===== src/rtl/core/ifp_pkg.sv =====
`default_nettype none
package ifp_pkg;

  // Grid geometry: a power-of-two side, so coordinates wrap by truncation
  localparam int GRID_SIDE  = 32;
  localparam int COORD_W    = $clog2(GRID_SIDE);
  localparam int CELL_COUNT = GRID_SIDE * GRID_SIDE;
  localparam int CELL_W     = 2 * COORD_W;

  // Acceptance threshold table
  localparam int TBL_DEPTH  = 10;
  localparam int TBL_IDX_W  = 4;
  localparam int THR_W      = 33;
  localparam int DRAW_W     = 32;

  // Running spin sum, two's complement, wraps modulo 2^MAG_W
  localparam int MAG_W      = 12;
  localparam logic signed [MAG_W-1:0] MAG_RESET = MAG_W'(CELL_COUNT);

  // Channel widths
  localparam int IN_DATA_W  = 80;
  localparam int IN_USER_W  = 2;
  localparam int OUT_DATA_W = 16;

  typedef enum logic [1:0] {
    CMD_FLIP  = 2'd0,
    CMD_WRITE = 2'd1,
    CMD_LOAD  = 2'd2,
    CMD_READ  = 2'd3
  } cmd_t;

  typedef enum logic [2:0] {
    ST_CLEAR,
    ST_IDLE,
    ST_READ,
    ST_CAPTURE,
    ST_EXEC
  } state_t;

  // Commands from the controller to the datapath
  typedef struct packed {
    logic load;    // take the input item
    logic rd_en;   // issue the next grid read
    logic exec;    // decide, write back, load the result register
    logic clr_wr;  // write one entry of the clearing pass
  } ctl_t;

  // Status from the datapath to the controller
  typedef struct packed {
    logic clr_last;   // clearing pass writes its last entry
    logic last_read;  // the read being issued is the last one for this item
    logic out_busy;   // result register full and not taken this cycle
  } sts_t;

endpackage
`default_nettype wire


===== src/rtl/core/ifp_ctrl.sv =====
`default_nettype none
module ifp_ctrl (
  input  wire logic          clk,
  input  wire logic          rst_n,
  input  wire logic          in_tvalid,
  output logic               in_tready,
  input  wire ifp_pkg::sts_t sts,
  output ifp_pkg::ctl_t      ctl
);
  import ifp_pkg::*;

  state_t state_r, state_nxt;

  // State register; reset starts the clearing pass
  always_ff @(posedge clk) begin
    if (!rst_n) begin
      state_r <= ST_CLEAR;
    end else begin
      state_r <= state_nxt;
    end
  end

  // Next state
  always_comb begin
    state_nxt = state_r;
    case (state_r)
      ST_CLEAR: begin
        if (sts.clr_last) state_nxt = ST_IDLE;
      end
      ST_IDLE: begin
        if (in_tvalid) state_nxt = ST_READ;
      end
      ST_READ: begin
        if (sts.last_read) state_nxt = ST_CAPTURE;
      end
      ST_CAPTURE: begin
        state_nxt = ST_EXEC;
      end
      ST_EXEC: begin
        if (!sts.out_busy) state_nxt = ST_IDLE;
      end
      default: begin
        state_nxt = ST_IDLE;
      end
    endcase
  end

  // Outputs
  always_comb begin
    in_tready  = 1'b0;
    ctl        = '0;
    case (state_r)
      ST_CLEAR: begin
        ctl.clr_wr = 1'b1;
      end
      ST_IDLE: begin
        in_tready = 1'b1;
        ctl.load  = in_tvalid;
      end
      ST_READ: begin
        ctl.rd_en = 1'b1;
      end
      ST_EXEC: begin
        ctl.exec = !sts.out_busy;
      end
      default: begin
        ctl = '0;
      end
    endcase
  end

endmodule
`default_nettype wire


===== src/rtl/core/ifp_datapath.sv =====
`default_nettype none
module ifp_datapath (
  input  wire logic                             clk,
  input  wire logic                             rst_n,
  // x[4:0], y[9:5], random_draw[41:10], entry_index[45:42], load_value[78:46]
  input  wire logic [ifp_pkg::IN_DATA_W-1:0]    in_tdata,
  // cmd[1:0]
  input  wire logic [ifp_pkg::IN_USER_W-1:0]    in_tuser,
  output logic                                  out_tvalid,
  input  wire logic                             out_tready,
  // spin[0], flipped[1], magnetization[13:2]
  output logic [ifp_pkg::OUT_DATA_W-1:0]        out_tdata,
  input  wire ifp_pkg::ctl_t                    ctl,
  output ifp_pkg::sts_t                         sts
);
  import ifp_pkg::*;

  localparam int X_LSB     = 0;
  localparam int Y_LSB     = X_LSB + 5;
  localparam int DRAW_LSB  = Y_LSB + 5;
  localparam int ENTRY_LSB = DRAW_LSB + DRAW_W;
  localparam int VALUE_LSB = ENTRY_LSB + TBL_IDX_W;

  // Read order: the site first, then its four wrapped neighbours
  localparam logic [2:0] PH_SITE  = 3'd0;
  localparam logic [2:0] PH_EAST  = 3'd1;
  localparam logic [2:0] PH_WEST  = 3'd2;
  localparam logic [2:0] PH_NORTH = 3'd3;
  localparam logic [2:0] PH_SOUTH = 3'd4;

  cmd_t                   cmd_r;
  logic [COORD_W-1:0]     col_r;
  logic [COORD_W-1:0]     row_r;
  logic [DRAW_W-1:0]      draw_r;
  logic [TBL_IDX_W-1:0]   entry_r;
  logic [THR_W-1:0]       value_r;

  logic [2:0]             phase_r;
  logic                   cap_en_r;
  logic [2:0]             cap_phase_r;
  logic                   mem_q_r;
  logic                   site_r;
  logic [2:0]             ups_r;
  logic [CELL_W-1:0]      clr_addr_r;

  logic                   grid_mem [CELL_COUNT];
  logic [THR_W-1:0]       thr_tbl_r [TBL_DEPTH];

  logic signed [MAG_W-1:0] total_r, total_nxt;

  logic                   out_valid_r;
  logic                   out_spin_r;
  logic                   out_flip_r;
  logic signed [MAG_W-1:0] out_mag_r;

  logic [CELL_W-1:0]      site_addr;
  logic [CELL_W-1:0]      rd_addr;
  logic [TBL_IDX_W-1:0]   tbl_idx;
  logic [THR_W-1:0]       thr;
  logic                   accept_flip;
  logic                   new_bit;
  logic                   do_write;
  logic                   mem_we;

  // Hold the item taken at the input transfer
  always_ff @(posedge clk) begin
    if (ctl.load) begin
      cmd_r   <= cmd_t'(in_tuser);
      col_r   <= in_tdata[X_LSB +: COORD_W];
      row_r   <= in_tdata[Y_LSB +: COORD_W];
      draw_r  <= in_tdata[DRAW_LSB +: DRAW_W];
      entry_r <= in_tdata[ENTRY_LSB +: TBL_IDX_W];
      value_r <= in_tdata[VALUE_LSB +: THR_W];
    end
  end

  // Advance the read phase; capture follows each read in the next cycle
  always_ff @(posedge clk) begin
    if (!rst_n) begin
      phase_r  <= PH_SITE;
      cap_en_r <= 1'b0;
    end else begin
      cap_en_r <= ctl.rd_en;
      if (ctl.load) begin
        phase_r <= PH_SITE;
      end else if (ctl.rd_en) begin
        phase_r <= phase_r + 3'd1;
      end
    end
  end

  always_ff @(posedge clk) begin
    if (ctl.rd_en) cap_phase_r <= phase_r;
  end

  assign sts.last_read = (cmd_r != CMD_FLIP) || (phase_r == PH_SOUTH);

  // Grid addresses with wrap at the torus edges
  assign site_addr = {row_r, col_r};

  always_comb begin
    case (phase_r)
      PH_SITE:  rd_addr = site_addr;
      PH_EAST:  rd_addr = {row_r, col_r + COORD_W'(1)};
      PH_WEST:  rd_addr = {row_r, col_r - COORD_W'(1)};
      PH_NORTH: rd_addr = {row_r + COORD_W'(1), col_r};
      PH_SOUTH: rd_addr = {row_r - COORD_W'(1), col_r};
      default:  rd_addr = site_addr;
    endcase
  end

  // Single-port spin memory: clearing write, write-back or registered read
  always_ff @(posedge clk) begin
    if (ctl.clr_wr) begin
      grid_mem[clr_addr_r] <= 1'b1;
    end else if (mem_we) begin
      grid_mem[site_addr] <= new_bit;
    end else if (ctl.rd_en) begin
      mem_q_r <= grid_mem[rd_addr];
    end
  end

  // Sweep the memory to all +1 after reset
  always_ff @(posedge clk) begin
    if (!rst_n) begin
      clr_addr_r <= '0;
    end else if (ctl.clr_wr) begin
      clr_addr_r <= clr_addr_r + CELL_W'(1);
    end
  end

  assign sts.clr_last = &clr_addr_r;

  // Capture the site spin and count the +1 neighbours
  always_ff @(posedge clk) begin
    if (ctl.load) begin
      ups_r <= '0;
    end else if (cap_en_r) begin
      if (cap_phase_r == PH_SITE) begin
        site_r <= mem_q_r;
      end else begin
        ups_r <= ups_r + {2'b00, mem_q_r};
      end
    end
  end

  // Threshold lookup and acceptance test
  always_comb begin
    if (site_r) begin
      tbl_idx = {1'b0, ups_r};
    end else begin
      tbl_idx = TBL_IDX_W'(TBL_DEPTH - 1) - {1'b0, ups_r};
    end
    thr         = thr_tbl_r[tbl_idx];
    accept_flip = (cmd_r == CMD_FLIP) && ({1'b0, draw_r} < thr);
  end

  // New spin value and whether the grid changes
  always_comb begin
    case (cmd_r)
      CMD_FLIP: begin
        new_bit  = accept_flip ? ~site_r : site_r;
        do_write = accept_flip;
      end
      CMD_WRITE: begin
        new_bit  = value_r[0];
        do_write = (value_r[0] != site_r);
      end
      default: begin
        new_bit  = site_r;
        do_write = 1'b0;
      end
    endcase
  end

  assign mem_we = ctl.exec && do_write;

  // Keep the magnetization in step with each changed spin
  always_comb begin
    total_nxt = total_r;
    if (do_write) begin
      total_nxt = new_bit ? (total_r + MAG_W'(2)) : (total_r - MAG_W'(2));
    end
  end

  always_ff @(posedge clk) begin
    if (!rst_n) begin
      total_r <= MAG_RESET;
    end else if (ctl.exec) begin
      total_r <= total_nxt;
    end
  end

  // Threshold table; drop loads beyond the last entry
  always_ff @(posedge clk) begin
    if (!rst_n) begin
      for (int i = 0; i < TBL_DEPTH; i++) begin
        thr_tbl_r[i] <= '0;
      end
    end else if (ctl.exec && (cmd_r == CMD_LOAD) && (entry_r < TBL_IDX_W'(TBL_DEPTH))) begin
      thr_tbl_r[entry_r] <= value_r;
    end
  end

  // Result register
  always_ff @(posedge clk) begin
    if (!rst_n) begin
      out_valid_r <= 1'b0;
    end else if (ctl.exec) begin
      out_valid_r <= 1'b1;
    end else if (out_tready) begin
      out_valid_r <= 1'b0;
    end
  end

  always_ff @(posedge clk) begin
    if (ctl.exec) begin
      out_spin_r <= new_bit;
      out_flip_r <= accept_flip;
      out_mag_r  <= total_nxt;
    end
  end

  assign sts.out_busy = out_valid_r && !out_tready;
  assign out_tvalid   = out_valid_r;
  assign out_tdata    = {2'b00, out_mag_r, out_flip_r, out_spin_r};

endmodule
`default_nettype wire


===== src/rtl/core/ising_metropolis_flip.sv =====
`default_nettype none
// Single-spin Metropolis update on a 32 x 32 torus of spins held in a one-bit-wide,
// single-port memory, with a running magnetization and a ten-entry acceptance
// threshold table. Each input transfer gives one result transfer. A flip attempt
// (cmd 0) reads the site and its four wrapped neighbours one per cycle through the
// single memory port; write, load and read commands read the site only. After reset
// the block writes every site to +1, one per cycle, and holds in_tready low until
// the clearing pass ends. A finished result waits in an output register while the
// next item is taken in; a new result is loaded only once the previous one has been
// transferred.
module ising_metropolis_flip (
  input  wire logic                          clk,
  input  wire logic                          rst_n,
  input  wire logic                          in_tvalid,
  output logic                               in_tready,
  // x[4:0], y[9:5], random_draw[41:10], entry_index[45:42], load_value[78:46]
  input  wire logic [ifp_pkg::IN_DATA_W-1:0] in_tdata,
  // cmd[1:0]
  input  wire logic [ifp_pkg::IN_USER_W-1:0] in_tuser,
  output logic                               out_tvalid,
  input  wire logic                          out_tready,
  // spin[0], flipped[1], magnetization[13:2]
  output logic [ifp_pkg::OUT_DATA_W-1:0]     out_tdata
);
  import ifp_pkg::*;

  ctl_t ctl;
  sts_t sts;

  ifp_ctrl u_ctrl (
    .clk       (clk),
    .rst_n     (rst_n),
    .in_tvalid (in_tvalid),
    .in_tready (in_tready),
    .sts       (sts),
    .ctl       (ctl)
  );

  ifp_datapath u_datapath (
    .clk        (clk),
    .rst_n      (rst_n),
    .in_tdata   (in_tdata),
    .in_tuser   (in_tuser),
    .out_tvalid (out_tvalid),
    .out_tready (out_tready),
    .out_tdata  (out_tdata),
    .ctl        (ctl),
    .sts        (sts)
  );

  // Never overwrite a result that has not been transferred
  a_no_overwrite: assert property (@(posedge clk) disable iff (!rst_n)
    ctl.exec |-> !(out_tvalid && !out_tready))
    else $error("result register overwritten");

  // No input transfer during the clearing pass
  a_no_accept_in_clear: assert property (@(posedge clk) disable iff (!rst_n)
    ctl.clr_wr |-> !in_tready)
    else $error("input taken during clearing pass");

  // Each input transfer starts the grid reads in the next cycle
  a_read_follows: assert property (@(posedge clk) disable iff (!rst_n)
    (in_tvalid && in_tready) |=> ctl.rd_en)
    else $error("grid read did not follow input transfer");

  // The magnetization of an even-sized grid stays even
  a_mag_even: assert property (@(posedge clk) disable iff (!rst_n)
    out_tvalid |-> !out_tdata[2])
    else $error("odd magnetization");

endmodule
`default_nettype wire

===== config.mk =====
export PLATFORM = sky130hd
export DESIGN_NAME = ising_metropolis_flip
export DESIGN_NICKNAME = d
export VERILOG_FILES = /design/src/rtl/core/ifp_pkg.sv /design/src/rtl/core/ifp_ctrl.sv /design/src/rtl/core/ifp_datapath.sv /design/src/rtl/core/ising_metropolis_flip.sv
export SDC_FILE = /design/constraint.sdc
export NUM_CORES = 2
export LEC_CHECK = 0
export BUFFER_PORTS_ARGS = -buffer_cell sky130_fd_sc_hd__buf_2
export CAP_MARGIN = 0
export CORE_MARGIN = 4
export CORE_UTILIZATION = 27
export CTS_CLUSTER_DIAMETER = 50
export DETAILED_ROUTE_END_ITERATION = 10
export GPL_TIMING_DRIVEN = 0
export PLACE_DENSITY = 0.46
export SLEW_MARGIN = 10
export SYNTH_ARGS = -nofsm -noshare
export SYNTH_HDL_FRONTEND = slang
export SYNTH_SLANG_ARGS = --single-unit

===== constraint.sdc =====
create_clock -name clk -period 39.9 [get_ports clk]
set_input_delay 7.98 -clock clk [delete_from_list [all_inputs] [get_ports clk]]
set_output_delay 7.98 -clock clk [all_outputs]
set_load 0.02 [all_outputs]

==> metrics <==
first-pass GRT wire length=roughly 420 mm; DRC violations left=0; largest family of logic cells by synthesized area=simple AND/OR/NAND/NOR gates; I/O pin total=~100; worst path required time=40400 ps; CP Max Fanout=22; clock sink total=1683; row count=191; Die X=~530 um; Setup Viol. Count Final=0; min cycle time layout=12280 ps; router iterations before antenna repair=8; Slew @ Worst Pin=around 1500 ps; clk slew on worst S/H paths=70 ps; Mapped Avg Cell Area=around 13 um2; H-Tree Depth=4; core area=between 200000 and 300000 um2; routed vias/inst=5.29; Mapped Cells=approximately 5800; R2R cell count=23; Setup CP Type=in2reg; gr usage total=0.217; leak pwr=29.4 nW; Syn. warnings=0; initial antenna violation count=30; Post-CTS Hold Fix Bufs=0; nets@finish=6517; Post-Synth Adder-Cell Area=0.00999; share of post-route cells with drive strength above 1=0.125; CTS buffer count=196; P per Cell Area=44.3 nW/um2; setup TNS=0 ps; unrepaired setup endpoints after global routing=no; Slew Limit Fails=0; Netlist cell types=87; RD Place Congestion=roughly 1; Max clock buf depth=4; worst rel slew slack=0.00974; Post-synth EDFFs=1651; postcts setup bufs=0; via count=around 53000; root buf cell=clkbuf_16; Compound-Gate Fraction of Synth Area=0.0470; vias in the first global route=51200; initial core utilization=0.272; Hold Path Depth=0; Final Hold Vio Count=0; largest net degree at the start of global routing=96; met2 wire len=140 mm; CTS tree=built; Die Span Y=530 um; clock latency on the worst-skew pair=880 ps; max frequency=a little over 80 MHz; commonest non-fill, non-tap cell in the layout=edfxtp_1; VDD IR max=0.0323 mV; top sig layer=met5; part of the Yosys area used for sequential elements=0.682; proportion of synthesized area in mux cells=0.0827; Post-Place Cells=9744; post-detail-place hpwl=roughly 210 mm; Hold WC Path Type=reg2reg; Fillers=27400; Synth Register Bits=1683; Simple-Gate Fraction of Synth Area=0.146; FFs w/ async S/R, synth=0; met1 WL=119 mm; grt ovf=0; synthesized area=73700 um2; final std cells w/o fill=10100; post_cts resized=0; most frequent cells in the layout=edfxtp_1 (1651), nor2_1 (1369), nand2_1 (757); initial DRC count=about 7900; max-cap viol count=0; status=finished, final reports clean; Post-Synth XOR/XNOR Area=0.00370; Post-Place Cell Area=between 80000 and 90000 um2; routed wl met3=32.0 mm; synth top area cells=edfxtp_1 (67%), nor2_1 (7.0%), mux4_2 (5.8%); Tcrit/Tclk final=0.308; Primary FF master, synth=edfxtp_1; Crit. End Element=flip-flop; clk_skew=92.2 ps; CP arrival=12780 ps; Port Buffers=between 90 and 100; area of the die=281000 um2; design area=just under 90000 um2; Routed WL per cell=31.0 um; Final ANT Viol Nets=0; startpoint class of the critical path=input pin; area delta synth->final=17.9%; area leader, netlist=edfxtp_1; Synth top area share=0.673; WL final=313 mm
## per-layer routing
metal,up-vias,GRT usage
li1,22100,-
met1,27300,0.274
met2,3189,0.340
met3,797,0.0499
met4,4,0.129
met5,-,0
## cells in the mapped netlist (45+ instances only)
library cell / n
a21oi_1: 126
buf_1: 51
clkbuf_1: 388
edfxtp_1: 1651
ha_1: 54
inv_1: 91
mux2i_1: 166
mux4_2: 190
nand2_1: 767
nand3_1: 300
nor2_1: 1375
nor4_1: 45
o22ai_1: 89
## kinds of logic after synthesis
logic type	after synthesis
simple gates	2626
flops	1683
buf+inv	550
compound gates	500
mux	369
fa+ha+maj	57
xor+xnor	29
other cells	1
## per-stage QoR
stage          hold slack (ps)  power, W   util  setup slack, ps
2_1_floorplan              406   0.00207      -            16170
3_3_place_gp               413   0.00213  0.293             4750
3_5_place_dp               417   0.00213  0.298            26820
4_1_cts                    429   0.00387  0.320            27700
5_1_grt                    441   0.00395  0.320            27560
6_report                   427   0.00385  0.320            27620
## worst max-delay path, stage by stage
cell	delay, ps
buf_2	100
nor2b_1	250
nand2b_1	170
clkbuf_1	530
inv_1	250
buf_1	350
clkbuf_2	530
a21oi_2	890
nor2_1	170
clkbuf_1	400
nor4_1	1110
## flip-flops by register name, indices dropped and copies added, names as in the netlist, 4 cells and up
register,count
u_datapath.col_r,5
u_datapath.out_mag_r,11
u_datapath.total_r,11
u_datapath.clr_addr_r,10
u_datapath.entry_r,4
u_datapath.draw_r,32
u_datapath.grid_mem,1024
u_datapath.value_r,33
u_datapath.thr_tbl_r,528
u_datapath.row_r,5
## power by group
part | internal (W) | leakage, nW | switching (W)
sequential | 0.00194 | 17.0 | 0.00000559
combinational | 0.0000570 | 9.46 | 0.0000902
clock | 0.00100 | 2.96 | 0.000756
## path summary, 6_finish.rpt
kind	from	to	slack, ps
max	out_tready	u_datapath.grid_mem[981]	27620
min	u_datapath.phase_r[2]	u_datapath.cap_phase_r[2]	430
max reg2reg	u_datapath.site_r	u_datapath.grid_mem[177]	29930
min reg2reg	u_datapath.phase_r[2]	u_datapath.cap_phase_r[2]	430
## cell type report
class / instances / area [um2] / share of cell area
Antenna cell: 13 / 32.5 / 0.000375
Buffer: 458 / 1890 / 0.0218
Clock buffer: 238 / 5160 / 0.0594
Clock inverter: 103 / 895 / 0.0103
Inverter: 92 / 348 / 0.00401
Multi-Input combinational cell: 3782 / 22300 / 0.257
Sequential cell: 1683 / 50200 / 0.578
Tap cell: 3570 / 4470 / 0.0514
Timing Repair Buffer: 161 / 1560 / 0.0179
Power figures use the tool's default switching activity.
